[config.mk]
export PLATFORM = sky130hd
export DESIGN_NAME = rbd_seq
export DESIGN_NICKNAME = d
export VERILOG_FILES = /design/src/rtl/rbd_pkg.sv /design/src/rtl/rbd_seq.sv
export SDC_FILE = /design/constraint.sdc
export NUM_CORES = 1
export LEC_CHECK = 0
export BUFFER_PORTS_ARGS = -buffer_cell sky130_fd_sc_hd__buf_2
export CAP_MARGIN = 10
export CORE_ASPECT_RATIO = 2
export CORE_MARGIN = 4
export CORE_UTILIZATION = 53
export CTS_CLUSTER_SIZE = 8
export DETAILED_ROUTE_END_ITERATION = 16
export PLACE_DENSITY = 0.77
export RECOVER_POWER = 25
export SYNTH_ARGS = -nofsm -noshare
export SYNTH_HDL_FRONTEND = slang
export SYNTH_SLANG_ARGS = --single-unit
[constraint.sdc]
create_clock -name clk -period 2.7 [get_ports clk]
set_input_delay 0.135 -clock clk [delete_from_list [all_inputs] [get_ports clk]]
set_output_delay 0.135 -clock clk [all_outputs]
set_load 0.01 [all_outputs]
[src/rtl/rbd_pkg.sv]
// Shared types and constants of the region border detector.
package rbd_pkg;

  // Fixed field widths of the channels and the configuration port.
  localparam int ACTION_W   = 1;
  localparam int REGION_W   = 16;
  localparam int CELL_X_W   = 10;
  localparam int CELL_Z_W   = 16;
  localparam int ROW_W      = 16;
  localparam int GRID_W_W   = 11;
  localparam int CFG_IDX_W  = 1;
  localparam int CFG_DATA_W = 16;

  // Input beat opcode.
  typedef enum logic [ACTION_W-1:0] {
    ACT_CELL  = 1'b0,
    ACT_FLUSH = 1'b1
  } action_t;

  // Configuration register index.
  typedef enum logic [CFG_IDX_W-1:0] {
    CFG_GRID_WIDTH = 1'b0,
    CFG_GRID_DEPTH = 1'b1
  } cfg_reg_t;

  // What an accepted beat turns into.
  typedef enum logic [1:0] {
    ITEM_NOP,
    ITEM_CELL,
    ITEM_FLUSH
  } item_kind_t;

  // Per-beat control from the sequencer to the evaluation stage.
  typedef struct packed {
    item_kind_t             kind;
    logic                   has_up;  // cell has a row above (emits a result)
    logic [ROW_W-1:0]       row;     // row reported in the result
    logic                   last;    // final cell of the grid
  } rbd_ctrl_t;

  // Line store write enables.
  typedef struct packed {
    logic ra;        // label of the current column
    logic pf_own;    // partial flag of the current column
    logic pf_left;   // set partial flag of the column to the left
  } rbd_wen_t;

endpackage

[src/rtl/rbd_seq.sv]
// Grid sequencer: configuration, column/row/drain counters and beat classification.
module rbd_seq #(
  parameter int MAX_WIDTH = 1024
) (
  input  logic                             clk,
  input  logic                             rst_n,
  input  logic                             cfg_we,
  input  logic [rbd_pkg::CFG_IDX_W-1:0]    cfg_index,
  input  logic [rbd_pkg::CFG_DATA_W-1:0]   cfg_data,
  input  logic                             in_accept,
  input  logic [rbd_pkg::ACTION_W-1:0]     in_action,
  output rbd_pkg::rbd_ctrl_t               ctrl,
  output logic [((MAX_WIDTH > 1) ? $clog2(MAX_WIDTH) : 1)-1:0] cur_x
);
  import rbd_pkg::*;

  localparam int XW = (MAX_WIDTH > 1) ? $clog2(MAX_WIDTH) : 1;

  logic [XW-1:0]       w_last_r, w_last_nxt;
  logic [ROW_W-1:0]    d_last_r, d_last_nxt;
  logic [XW-1:0]       col_r, col_nxt;
  logic [ROW_W-1:0]    row_r, row_nxt;
  logic [XW-1:0]       drn_r, drn_nxt;
  logic [GRID_W_W-1:0] cfg_w;
  logic                draining;
  logic                col_last;
  logic                drn_last;

  assign cfg_w    = cfg_data[GRID_W_W-1:0];
  assign draining = row_r > d_last_r;
  assign col_last = col_r == w_last_r;
  assign drn_last = drn_r == w_last_r;

  // classify the beat presented on the input
  always_comb begin
    ctrl.kind   = ITEM_NOP;
    ctrl.has_up = row_r != '0;
    ctrl.row    = row_r - ROW_W'(1);
    ctrl.last   = 1'b0;
    cur_x       = col_r;
    if (in_action == ACT_FLUSH) begin
      cur_x       = drn_r;
      ctrl.has_up = 1'b0;
      ctrl.row    = d_last_r;
      ctrl.last   = drn_last;
      if (draining) begin
        ctrl.kind = ITEM_FLUSH;
      end
    end else if (!draining) begin
      ctrl.kind = ITEM_CELL;
    end
  end

  always_comb begin
    w_last_nxt = w_last_r;
    d_last_nxt = d_last_r;
    col_nxt    = col_r;
    row_nxt    = row_r;
    drn_nxt    = drn_r;
    if (cfg_we) begin
      // any register write abandons the grid in progress
      col_nxt = '0;
      row_nxt = '0;
      drn_nxt = '0;
      unique case (cfg_reg_t'(cfg_index))
        CFG_GRID_WIDTH: begin
          if (cfg_w == '0) begin
            w_last_nxt = '0;
          end else if (32'(cfg_w) > 32'(MAX_WIDTH)) begin
            w_last_nxt = XW'(MAX_WIDTH - 1);
          end else begin
            w_last_nxt = XW'(cfg_w - GRID_W_W'(1));
          end
        end
        CFG_GRID_DEPTH: begin
          d_last_nxt = (cfg_data == '0) ? '0 : cfg_data - ROW_W'(1);
        end
      endcase
    end else if (in_accept) begin
      case (ctrl.kind)
        ITEM_CELL: begin
          if (col_last) begin
            col_nxt = '0;
            row_nxt = row_r + ROW_W'(1);
          end else begin
            col_nxt = col_r + XW'(1);
          end
        end
        ITEM_FLUSH: begin
          if (drn_last) begin
            col_nxt = '0;
            row_nxt = '0;
            drn_nxt = '0;
          end else begin
            drn_nxt = drn_r + XW'(1);
          end
        end
        default: begin
        end
      endcase
    end
  end

  always_ff @(posedge clk) begin
    if (!rst_n) begin
      w_last_r <= '0;
      d_last_r <= '0;
      col_r    <= '0;
      row_r    <= '0;
      drn_r    <= '0;
    end else begin
      w_last_r <= w_last_nxt;
      d_last_r <= d_last_nxt;
      col_r    <= col_nxt;
      row_r    <= row_nxt;
      drn_r    <= drn_nxt;
    end
  end

  a_col_in_row: assert property (@(posedge clk) disable iff (!rst_n)
    col_r <= w_last_r)
    else $error("column counter beyond row width");

  a_drain_only_at_end: assert property (@(posedge clk) disable iff (!rst_n)
    drn_r != '0 |-> draining)
    else $error("drain counter moved outside the drain");

  a_drain_col_zero: assert property (@(posedge clk) disable iff (!rst_n)
    draining |-> col_r == '0)
    else $error("column counter not cleared during drain");

endmodule

==> out/metrics.cfg <==
[status]
status = complete, no violations

[synthesis]
yosysWarningCount = 0
synthSimpleGateAreaFrac_pct = 28.6
synth_edf_count = 0
synth-main-ff-cell = dfxtp_1
synth_top_family_by_area = simple AND/OR/NAND/NOR gates
yosysSeqAreaShare_pct = 28.6
synthAdderAreaFrac_pct = 6.34
synth_cell_type_count = 58
synth-seq-cells = 62
syn_area_per_cell_sq_um = 7.98
synthArstFlopShare_pct = 0
synth_xor_area_share_pct = 10.7
synth_nets = 588
postSynthCellCount = 544
netlist_area_sq_um = 4340
synth_mux_area_share_pct = 3.32
synth_compound_area_share_pct = 17.4

[route]
wl_per_cell_um = 18.7
num_vias = 4541
route.detailed.drc = 0
drt_pass1_iterations = 5
vias_per_cell = 6.27
wl_um = 13500
ant_nets = 0
drt_iter0_markers = 373

[global_routing]
grt-ovfl-total = 0
antenna_found_initial = 0
grt_pass1_wl_um = 21200
grt_usage_pct = 28.1
grt_max_degree = 34
grt_pass1_vias = 4462

[cts]
root_buffer = clkbuf_16
cts_made_buffers = 9
clkLatencyLatePin_ps = 330
ctsHoldBuffers = 0
cts_htree_levels = 3
cts.sinks = 62
cts.path.max_buffers = 2
cts_tree = yes
clkTransAtPathRegs_ps = 60

[final_layout]
fillers = 682
area.sequential_sq_um = 1250
final_cell_area_sq_um = 5340
syn_to_final_growth_pct = 23.0
fin_cells = 724
final_util_pct = 67.2
final_common_cell = dfxtp_1
multi_input_area_sq_um = 2990
mostFrequentLayoutCells = dfxtp_1 (57), nand2_1 (49), buf_2 (40), buf_4 (40), xnor2_1 (34)
fin_nets = 667
drive_above_1_share_pct = 22.5
diodes = 0

[worst_setup_path]
crit_fanout = 8
cp-end-kind = register
cp-start-kind = register
reg2reg_from = d_last_r[8]
rr_worst_depth = 9
r2r-end = col_r[7]
worstSetupPathType = reg2reg
rrSetupSlack_ps = 50
cp.arrival_ps = 2880
crit_required_ps = 2920

[timing]
rsz0062_at_grt = yes
fin_crit_ps = 2650
worst_pin_slew_ps = 1300
drv_slew = 0
setup_viol = 0
slew_headroom_pct = 13.4
final.setup.tns_ps = 0
finalHoldViolCount = 0
finalCritPeriodShare_pct = 98.2
max_freq_mhz = 377
finalClockSkew_ps = 2.84

[floorplanning]
coreArea_sq_um = 7940
fp-row-count = 46
die_area_sq_um = 9790
die_w_um = 72.0
boundaryPins = 52
start_util_pct = 54.6
die_y_um = 136

[place]
port-buffer-count = 51
dpl.cell_count = 701
placed_area_sq_um = 4870
post-dp-hpwl_um = 10100
place_congestion = 0.915

[min_path]
hold_depth = 3
hold_end = d_last_r[15]
worstHoldPathType = in2reg
worstHoldStart = cfg_data[15]

[power]
power_leakage_uw = 0.00228
p_per_area_nw_per_um2 = 490
p_total_uw = 2610
ir_drop_mv = 0.376

[job]
drv_cap = 0

-- report_power, final --
group          internal (uW)  switching [uW]
logic                    169             230
clock network            810             440
registers                939            26.3
total                   1920             697
-- repair_timing --
action / CTS / global route
cloned: 0 / 1
resized for setup: 2 / 20
setup endpoints to repair: 7 / 26
pin swaps: 0 / 4
setup buffers: 3 / 3
-- layer usage --
metal  vias to the layer above  GRT usage, %  share of wire, %
li1                       2108             -                 -
met1                      2097          27.8                35
met2                       256          51.3                51
met3                        80          4.52               5.8
met4                         0          20.3               8.7
met5                         -             0                 0
-- worst max-delay path, cell delays in order (launching register included) --
cell and delay (ps):
dfxtp_2 360, inv_2 60, ha_4 260, nand4_1 100, or4_4 580, a21o_4 230
a31o_4 260, and4b_2 270, and3_1 180, a221o_1 250
-- worst max path at each step --
stage | from | slack (ps) | to | cells past startpoint
3_5_place_dp | d_last_r[12] | -20 | col_r[6] | 9
2_1_floorplan | d_last_r[15] | 30 | col_r[9] | 10
5_1_grt | d_last_r[9] | -30 | col_r[6] | 9
4_1_cts | d_last_r[15] | -9 | col_r[6] | 9
3_3_place_gp | d_last_r[15] | 80 | col_r[6] | 9
6_report | d_last_r[8] | 50 | col_r[7] | 9
-- synth_stat cells, types with 10 or more instances --
library cell	count	area share, %
a211o_1	12	2.4
a21oi_1	20	2.3
and2_1	17	2.5
and3_1	15	2.2
clkbuf_1	20	1.7
dfxtp_1	62	29
ha_1	22	6.3
inv_1	26	2.2
mux2_2	11	2.9
nand2_1	49	4.2
nand3_1	21	2.4
nand4_1	10	1.4
nor2_1	31	2.7
nor2b_1	19	2.7
nor3_1	24	2.8
nor4_1	12	1.7
o21ai_0	29	3.3
xnor2_1	34	6.9
xor2_1	19	3.8
-- stage by stage --
step / hold slack, ps / setup WS [ps]
after detailed placement: 527 / -23.3
after floorplan: 263 / 32.6
after CTS: 177 / -8.56
final: 213 / 47.8
after global placement: 497 / 75.5
after global routing: 212 / -32.3
-- sequential cells by signal, indices dropped and copies added, names as in the netlist --
| signal | flops |
|---|---|
| d_last_r | 16 |
| row_r | 16 |
| col_r | 10 |
| drn_r | 10 |
| w_last_r | 10 |
-- kinds of logic (layout without fill, tap and decap cells) --
family,after synthesis,after routing
AO/OA/AOI/OAI,110,110
XOR/XNOR,53,53
adder cells (fa/ha/maj),22,22
buffers and inverters,53,136
flip-flops,62,62
multiplexers,13,13
AND/OR/NAND/NOR,231,232
-- layout make-up --
type / instances / share of cell area, %
Clock inverter: 7 / 1.83
Tap cell: 96 / 2.25
Inverter: 26 / 1.83
Timing Repair Buffer: 94 / 10.5
Multi-Input combinational cell: 430 / 56.0
Clock buffer: 9 / 4.22
Sequential cell: 62 / 23.4
Power figures use the tool's default switching activity.
