**config.mk**
```make
export PLATFORM = sky130hd
export DESIGN_NAME = rbd_eval
export DESIGN_NICKNAME = d
export VERILOG_FILES = /design/src/rtl/rbd_pkg.sv /design/src/rtl/rbd_eval.sv
export SDC_FILE = /design/constraint.sdc
export NUM_CORES = 1
export LEC_CHECK = 0
export BUFFER_PORTS_ARGS = -buffer_cell sky130_fd_sc_hd__buf_4
export CAP_MARGIN = 20
export CORE_MARGIN = 10
export CORE_UTILIZATION = 50
export CTS_BUF_LIST = sky130_fd_sc_hd__clkbuf_2
export CTS_CLUSTER_DIAMETER = 40
export DETAILED_ROUTE_END_ITERATION = 10
export GPL_TIMING_DRIVEN = 0
export MAX_ROUTING_LAYER = met4
export PLACE_DENSITY = 0.88
export SLEW_MARGIN = 10
export SYNTH_ARGS = -nofsm -noshare
export SYNTH_HDL_FRONTEND = slang
export SYNTH_SLANG_ARGS = --single-unit
```
**constraint.sdc**
```tcl
create_clock -name clk -period 2.5 [get_ports clk]
set_input_delay 0.125 -clock clk [delete_from_list [all_inputs] [get_ports clk]]
set_output_delay 0.125 -clock clk [all_outputs]
set_load 0.01 [all_outputs]
```
**src/rtl/rbd_pkg.sv**
```systemverilog
// Shared types and constants of the region border detector.
package rbd_pkg;

  // Fixed field widths of the channels and the configuration port.
  localparam int ACTION_W   = 1;
  localparam int REGION_W   = 16;
  localparam int CELL_X_W   = 10;
  localparam int CELL_Z_W   = 16;
  localparam int ROW_W      = 16;
  localparam int GRID_W_W   = 11;
  localparam int CFG_IDX_W  = 1;
  localparam int CFG_DATA_W = 16;

  // Input beat opcode.
  typedef enum logic [ACTION_W-1:0] {
    ACT_CELL  = 1'b0,
    ACT_FLUSH = 1'b1
  } action_t;

  // Configuration register index.
  typedef enum logic [CFG_IDX_W-1:0] {
    CFG_GRID_WIDTH = 1'b0,
    CFG_GRID_DEPTH = 1'b1
  } cfg_reg_t;

  // What an accepted beat turns into.
  typedef enum logic [1:0] {
    ITEM_NOP,
    ITEM_CELL,
    ITEM_FLUSH
  } item_kind_t;

  // Per-beat control from the sequencer to the evaluation stage.
  typedef struct packed {
    item_kind_t             kind;
    logic                   has_up;  // cell has a row above (emits a result)
    logic [ROW_W-1:0]       row;     // row reported in the result
    logic                   last;    // final cell of the grid
  } rbd_ctrl_t;

  // Line store write enables.
  typedef struct packed {
    logic ra;        // label of the current column
    logic pf_own;    // partial flag of the current column
    logic pf_left;   // set partial flag of the column to the left
  } rbd_wen_t;

endpackage

```
**src/rtl/rbd_eval.sv**
```systemverilog
// Evaluation stage: neighbor compares, line store updates and the result register.
module rbd_eval #(
  parameter int MAX_WIDTH  = 1024,
  parameter int LABEL_BITS = 16
) (
  input  logic                          clk,
  input  logic                          rst_n,
  input  logic                          in_accept,
  input  rbd_pkg::rbd_ctrl_t            ctrl_in,
  input  logic [((MAX_WIDTH > 1) ? $clog2(MAX_WIDTH) : 1)-1:0] x_in,
  input  logic [LABEL_BITS-1:0]         lab_in,
  input  logic [LABEL_BITS-1:0]         ra_q,
  input  logic                          pf_q,
  output rbd_pkg::rbd_wen_t             wen,
  output logic [((MAX_WIDTH > 1) ? $clog2(MAX_WIDTH) : 1)-1:0] wr_x,
  output logic [LABEL_BITS-1:0]         wr_lab,
  output logic                          wr_flag,
  output logic                          s1_free,
  output logic                          out_valid,
  input  logic                          out_ready,
  output logic                          out_border,
  output logic [rbd_pkg::CELL_X_W-1:0]  out_cell_x,
  output logic [rbd_pkg::CELL_Z_W-1:0]  out_cell_z,
  output logic                          out_last
);
  import rbd_pkg::*;

  localparam int XW = (MAX_WIDTH > 1) ? $clog2(MAX_WIDTH) : 1;

  logic                  s1_v_r;
  rbd_ctrl_t             s1_ctrl_r;
  logic [XW-1:0]         s1_x_r;
  logic [LABEL_BITS-1:0] s1_lab_r;
  logic [LABEL_BITS-1:0] left_r;

  logic                  out_v_r;
  logic                  out_border_r;
  logic [CELL_X_W-1:0]   out_x_r;
  logic [CELL_Z_W-1:0]   out_z_r;
  logic                  out_last_r;

  logic                  is_cell, is_flush;
  logic                  up_diff, left_diff;
  logic                  emit, border, s1_fire;

  assign is_cell   = s1_ctrl_r.kind == ITEM_CELL;
  assign is_flush  = s1_ctrl_r.kind == ITEM_FLUSH;
  assign up_diff   = s1_ctrl_r.has_up && (ra_q != s1_lab_r);
  assign left_diff = (s1_x_r != '0) && (left_r != s1_lab_r);
  assign emit      = is_flush || (is_cell && s1_ctrl_r.has_up);
  // partial flag of the row above plus its down neighbor
  assign border    = pf_q | up_diff;
  assign s1_fire   = s1_v_r && (!emit || !out_v_r || out_ready);
  assign s1_free   = !s1_v_r || s1_fire;

  assign wen.ra      = s1_fire && is_cell;
  assign wen.pf_own  = s1_fire && is_cell;
  assign wen.pf_left = s1_fire && is_cell && left_diff;
  assign wr_x        = s1_x_r;
  assign wr_lab      = s1_lab_r;
  assign wr_flag     = up_diff | left_diff;

  always_ff @(posedge clk) begin
    if (!rst_n) begin
      s1_v_r <= 1'b0;
    end else if (in_accept && ctrl_in.kind != ITEM_NOP) begin
      s1_v_r <= 1'b1;
    end else if (s1_fire) begin
      s1_v_r <= 1'b0;
    end
  end

  always_ff @(posedge clk) begin
    if (in_accept) begin
      s1_ctrl_r <= ctrl_in;
      s1_x_r    <= x_in;
      s1_lab_r  <= lab_in;
    end
    if (s1_fire && is_cell) begin
      left_r <= s1_lab_r;
    end
  end

  always_ff @(posedge clk) begin
    if (!rst_n) begin
      out_v_r <= 1'b0;
    end else if (s1_fire && emit) begin
      out_v_r <= 1'b1;
    end else if (out_ready) begin
      out_v_r <= 1'b0;
    end
  end

  always_ff @(posedge clk) begin
    if (s1_fire && emit) begin
      out_border_r <= border;
      out_x_r      <= CELL_X_W'(s1_x_r);
      out_z_r      <= CELL_Z_W'(s1_ctrl_r.row);
      out_last_r   <= s1_ctrl_r.last;
    end
  end

  assign out_valid  = out_v_r;
  assign out_border = out_border_r;
  assign out_cell_x = out_x_r;
  assign out_cell_z = out_z_r;
  assign out_last   = out_last_r;

  a_stall_cause: assert property (@(posedge clk) disable iff (!rst_n)
    s1_v_r && !s1_fire |-> out_v_r && !out_ready)
    else $error("evaluation stage stalled without a blocked result");

  a_left_not_col0: assert property (@(posedge clk) disable iff (!rst_n)
    wen.pf_left |-> s1_x_r != '0)
    else $error("left flag update at column zero");

endmodule

```
==> flow_summary.rst <==
.. list-table::
   :header-rows: 1

   * - Metric
     - Value
   * - Num CTS Buffers
     - 9
   * - GRT Util Overall
     - 17.7%
   * - Cell Rows
     - 29
   * - Final Worst Setup Slack
     - 0.174 ns
   * - Clk sinks
     - 92
   * - Synthesis-to-layout area growth
     - 53.8%
   * - CTS max path bufs
     - 2
   * - Largest net degree at the start of global routing
     - 48
   * - Overall overflow remaining after global route
     - 0
   * - Nets
     - 412
   * - Critical-path maximum fanout
     - 3
   * - Total core area
     - 6310 um^2
   * - Worst min path class
     - input port to flop
   * - Post-place setup slack
     - 0.569 ns
   * - Number of synthesized register bits
     - 92
   * - Worst clock skew on the final layout
     - 0.0498 ns
   * - Static Leakage
     - 1.91 nW
   * - Unrepaired setup endpoints after global routing
     - false
   * - Critical Path Start Type
     - flop
   * - Count of vias placed by the detailed router
     - 2073
   * - Maximum level of the CTS H-tree
     - 3
   * - Floorplan die height
     - 100 um
   * - Final setup TNS
     - 0 ns
   * - Sum of met2 wire segment lengths after detailed routing
     - 5030 um
   * - WL/cell
     - 20.6 um
   * - Slew @ Worst Pin
     - 0.730 ns
   * - # DRC
     - 0
   * - Part of the Yosys area used for sequential elements
     - 85.0%
   * - Number of DRC markers in iteration 0
     - 80
   * - Headroom to the max-slew limit
     - 51.3%
   * - Cell count after synthesis
     - 153
   * - Count of input and output buffers
     - 126
   * - Type of destination of the critical path
     - output pin
   * - Post-DP HPWL
     - 5860 um
   * - Maximum Capacitance Violations
     - 0
   * - CTS Root Cell
     - sky130_fd_sc_hd__clkbuf_2
   * - Via count of the first global-routing pass
     - 2414
   * - Die ar.
     - 10100 um^2
   * - Power density over the cells
     - 596 nW/um^2
   * - Die width
     - 100 um
   * - Max-slew violation count
     - 0
   * - Post-synthesis cell area
     - 3230 um^2
   * - DR pass1 iterations
     - 4
   * - CTS tree
     - done
   * - Layout fillers
     - 348
   * - Post-Route Utilization
     - 78.6%
   * - Top library cells by usage in the layout, fill and taps aside
     - 131 x sky130_fd_sc_hd__buf_4, 90 x sky130_fd_sc_hd__edfxtp_1, 50 x sky130_fd_sc_hd__dlygate4sd3_1, 32 x sky130_fd_sc_hd__xnor2_1, 9 x sky130_fd_sc_hd__clkbuf_2
   * - Wire length of the first global-routing pass
     - 13200 um
   * - Final critical-path required period
     - 2.33 ns
   * - Post-route fraction of the period consumed by the critical path
     - 93.1%
   * - Top-level port count
     - 127
   * - Warning count from the yosys run
     - 0
   * - Clock transition time at the flip-flop clock pins of the worst setup and hold paths
     - 0.33 ns
   * - Skew-Pair Late Insertion Delay
     - 0.58 ns
   * - Antenna violations before repair
     - 1
   * - DRT antenna net count
     - 0
   * - Critical path type
     - flop to output pin
   * - Post-synth net total
     - 220
   * - Arrival time at the worst endpoint
     - 2.20 ns
   * - Wire length on met3
     - 420 um
   * - Minimum hold slack
     - 0.0436 ns
   * - Most common cell after layout, fill and taps aside
     - sky130_fd_sc_hd__buf_4
   * - Upper clock frequency limit
     - 430 MHz
   * - Overall routed net length
     - 8800 um
   * - Fraction of final layout cells with drive strength greater than 1
     - 44.0%
   * - Per-cell via count in the routed design
     - 4.84
   * - Starting utilization of the core area
     - 51.1%
   * - CP required
     - 2.38 ns
   * - Routed metal-1 wirelength
     - 3130 um
   * - Highest metal layer used by the detailed router
     - met4
   * - Count of endpoints failing hold in the final timing report
     - 0
   * - Number of distinct library cells after synthesis
     - 23
   * - Average instance area after synthesis
     - 21.1 um^2
   * - Weighted congestion at the end of routability-driven global placement
     - 0.738
   * - Status
     - complete, no violations
   * - Count of endpoints failing setup in the final report
     - 0
   * - Worst vdd rail ir drop
     - 0.466 mV
kinds of logic (layout without fill, tap and decap cells):
kind of cell           Yosys count  after routing  synth area share (%)
AO/OA/AOI/OAI                    7              7                  1.44
XOR/XNOR                        32             32                  8.69
other                            0              1                     0
flip-flops                      92             92                  85.0
AND/OR/NAND/NOR                 20             20                  4.50
buffers and inverters            2            199                 0.349
metrics by stage:
step,power (mW),std cells,cell area (um^2)
final,2.96,428,4960
after global routing,3.07,428,4960
after CTS,2.95,426,4950
after detailed placement,2.17,357,4300
after global placement,2.15,356,4270
after floorplan,1.96,153,3230
cell usage after synthesis:
master                     count  area share [%]
sky130_fd_sc_hd__xnor2_1      32             8.7
sky130_fd_sc_hd__nand4_1       8             1.6
sky130_fd_sc_hd__o41ai_1       1            0.27
sky130_fd_sc_hd__nor2_1        1            0.12
sky130_fd_sc_hd__a21boi_1      1            0.23
sky130_fd_sc_hd__or4_4         1            0.35
sky130_fd_sc_hd__nor3b_1       1            0.23
sky130_fd_sc_hd__edfxtp_1     90              84
sky130_fd_sc_hd__a21boi_0      1            0.23
sky130_fd_sc_hd__or4_1         1            0.23
sky130_fd_sc_hd__o21ai_0       1            0.16
sky130_fd_sc_hd__inv_1         1            0.12
sky130_fd_sc_hd__nor4_4        1            0.66
sky130_fd_sc_hd__dfxtp_1       2             1.2
sky130_fd_sc_hd__or2_2         1            0.19
sky130_fd_sc_hd__and3b_1       1            0.27
sky130_fd_sc_hd__nor2b_1       2            0.39
sky130_fd_sc_hd__buf_4         1            0.23
sky130_fd_sc_hd__a211oi_1      1            0.23
sky130_fd_sc_hd__nand2b_1      1            0.19
sky130_fd_sc_hd__nor4_1        1            0.19
sky130_fd_sc_hd__o21ai_1       2            0.31
sky130_fd_sc_hd__nand2_1       1            0.12
metal layers:
layer | vias to the layer above | GRT usage [%]
met5 | - | -
met3 | 17 | 3.64
met1 | 1004 | 17.7
li1 | 973 | -
met4 | 0 | 9.24
met2 | 79 | 31.8
critical path: stages, from the launching register on:
cell and delay (ns):
sky130_fd_sc_hd__edfxtp_1 0.52, sky130_fd_sc_hd__xnor2_1 0.24, sky130_fd_sc_hd__nand4_1 0.18, sky130_fd_sc_hd__o41ai_2 0.43, sky130_fd_sc_hd__o21ai_1 0.13, sky130_fd_sc_hd__buf_4 0.17
state kept, by name, indices dropped and copies added, names as in the netlist:
register and cells:
out_valid 1, out_last 1, s1_v_r 1, wr_x 10, s1_ctrl_r 20, wr_lab 16
out_border 1, left_r 16, out_cell_z 16, out_cell_x 10
final cells by class:
type	count	area [um^2]	area share (%)
sequential	92	2740	55.3
tap	77	96.3	1.94
clock buffer	9	45.0	0.908
multi-input combinational	59	494	9.96
buffer	1	7.51	0.151
inverter	1	3.75	0.0756
clock inverter	7	78.8	1.59
antenna	1	2.50	0.0504
timing repair buffer	181	1490	30.1
path summary, 6_finish.rpt:
path                               startpoint             end  slack [ns]  cells after the start
worst min register to register  s1_ctrl_r[11]  out_cell_z[10]        0.44                      0
worst max-delay path                wr_lab[0]         wr_flag        0.17                      5
worst max register to register  s1_ctrl_r[17]   out_cell_x[3]        0.55                      4
worst min-delay path                in_accept   s1_ctrl_r[16]        0.04                      1
power breakdown:
group | internal (mW) | leakage, nW | total, mW | switching (mW)
clock | 0.175 | 0.0767 | 0.752 | 0.577
combinational | 0.219 | 0.964 | 0.353 | 0.134
sequential | 1.79 | 0.866 | 1.85 | 0.0619
total | 2.19 | 1.91 | 2.96 | 0.773
repair_timing:
item | in CTS | in global routing
pin swaps | 1 | 0
endpoints found under the hold margin | 49 | 0
hold buffers | 50 | 0
endpoints found under the setup margin | 2 | 1
resized for setup | 1 | 0
setup buffers | 3 | 1
No activity file was read; power rests on OpenSTA's default activity.
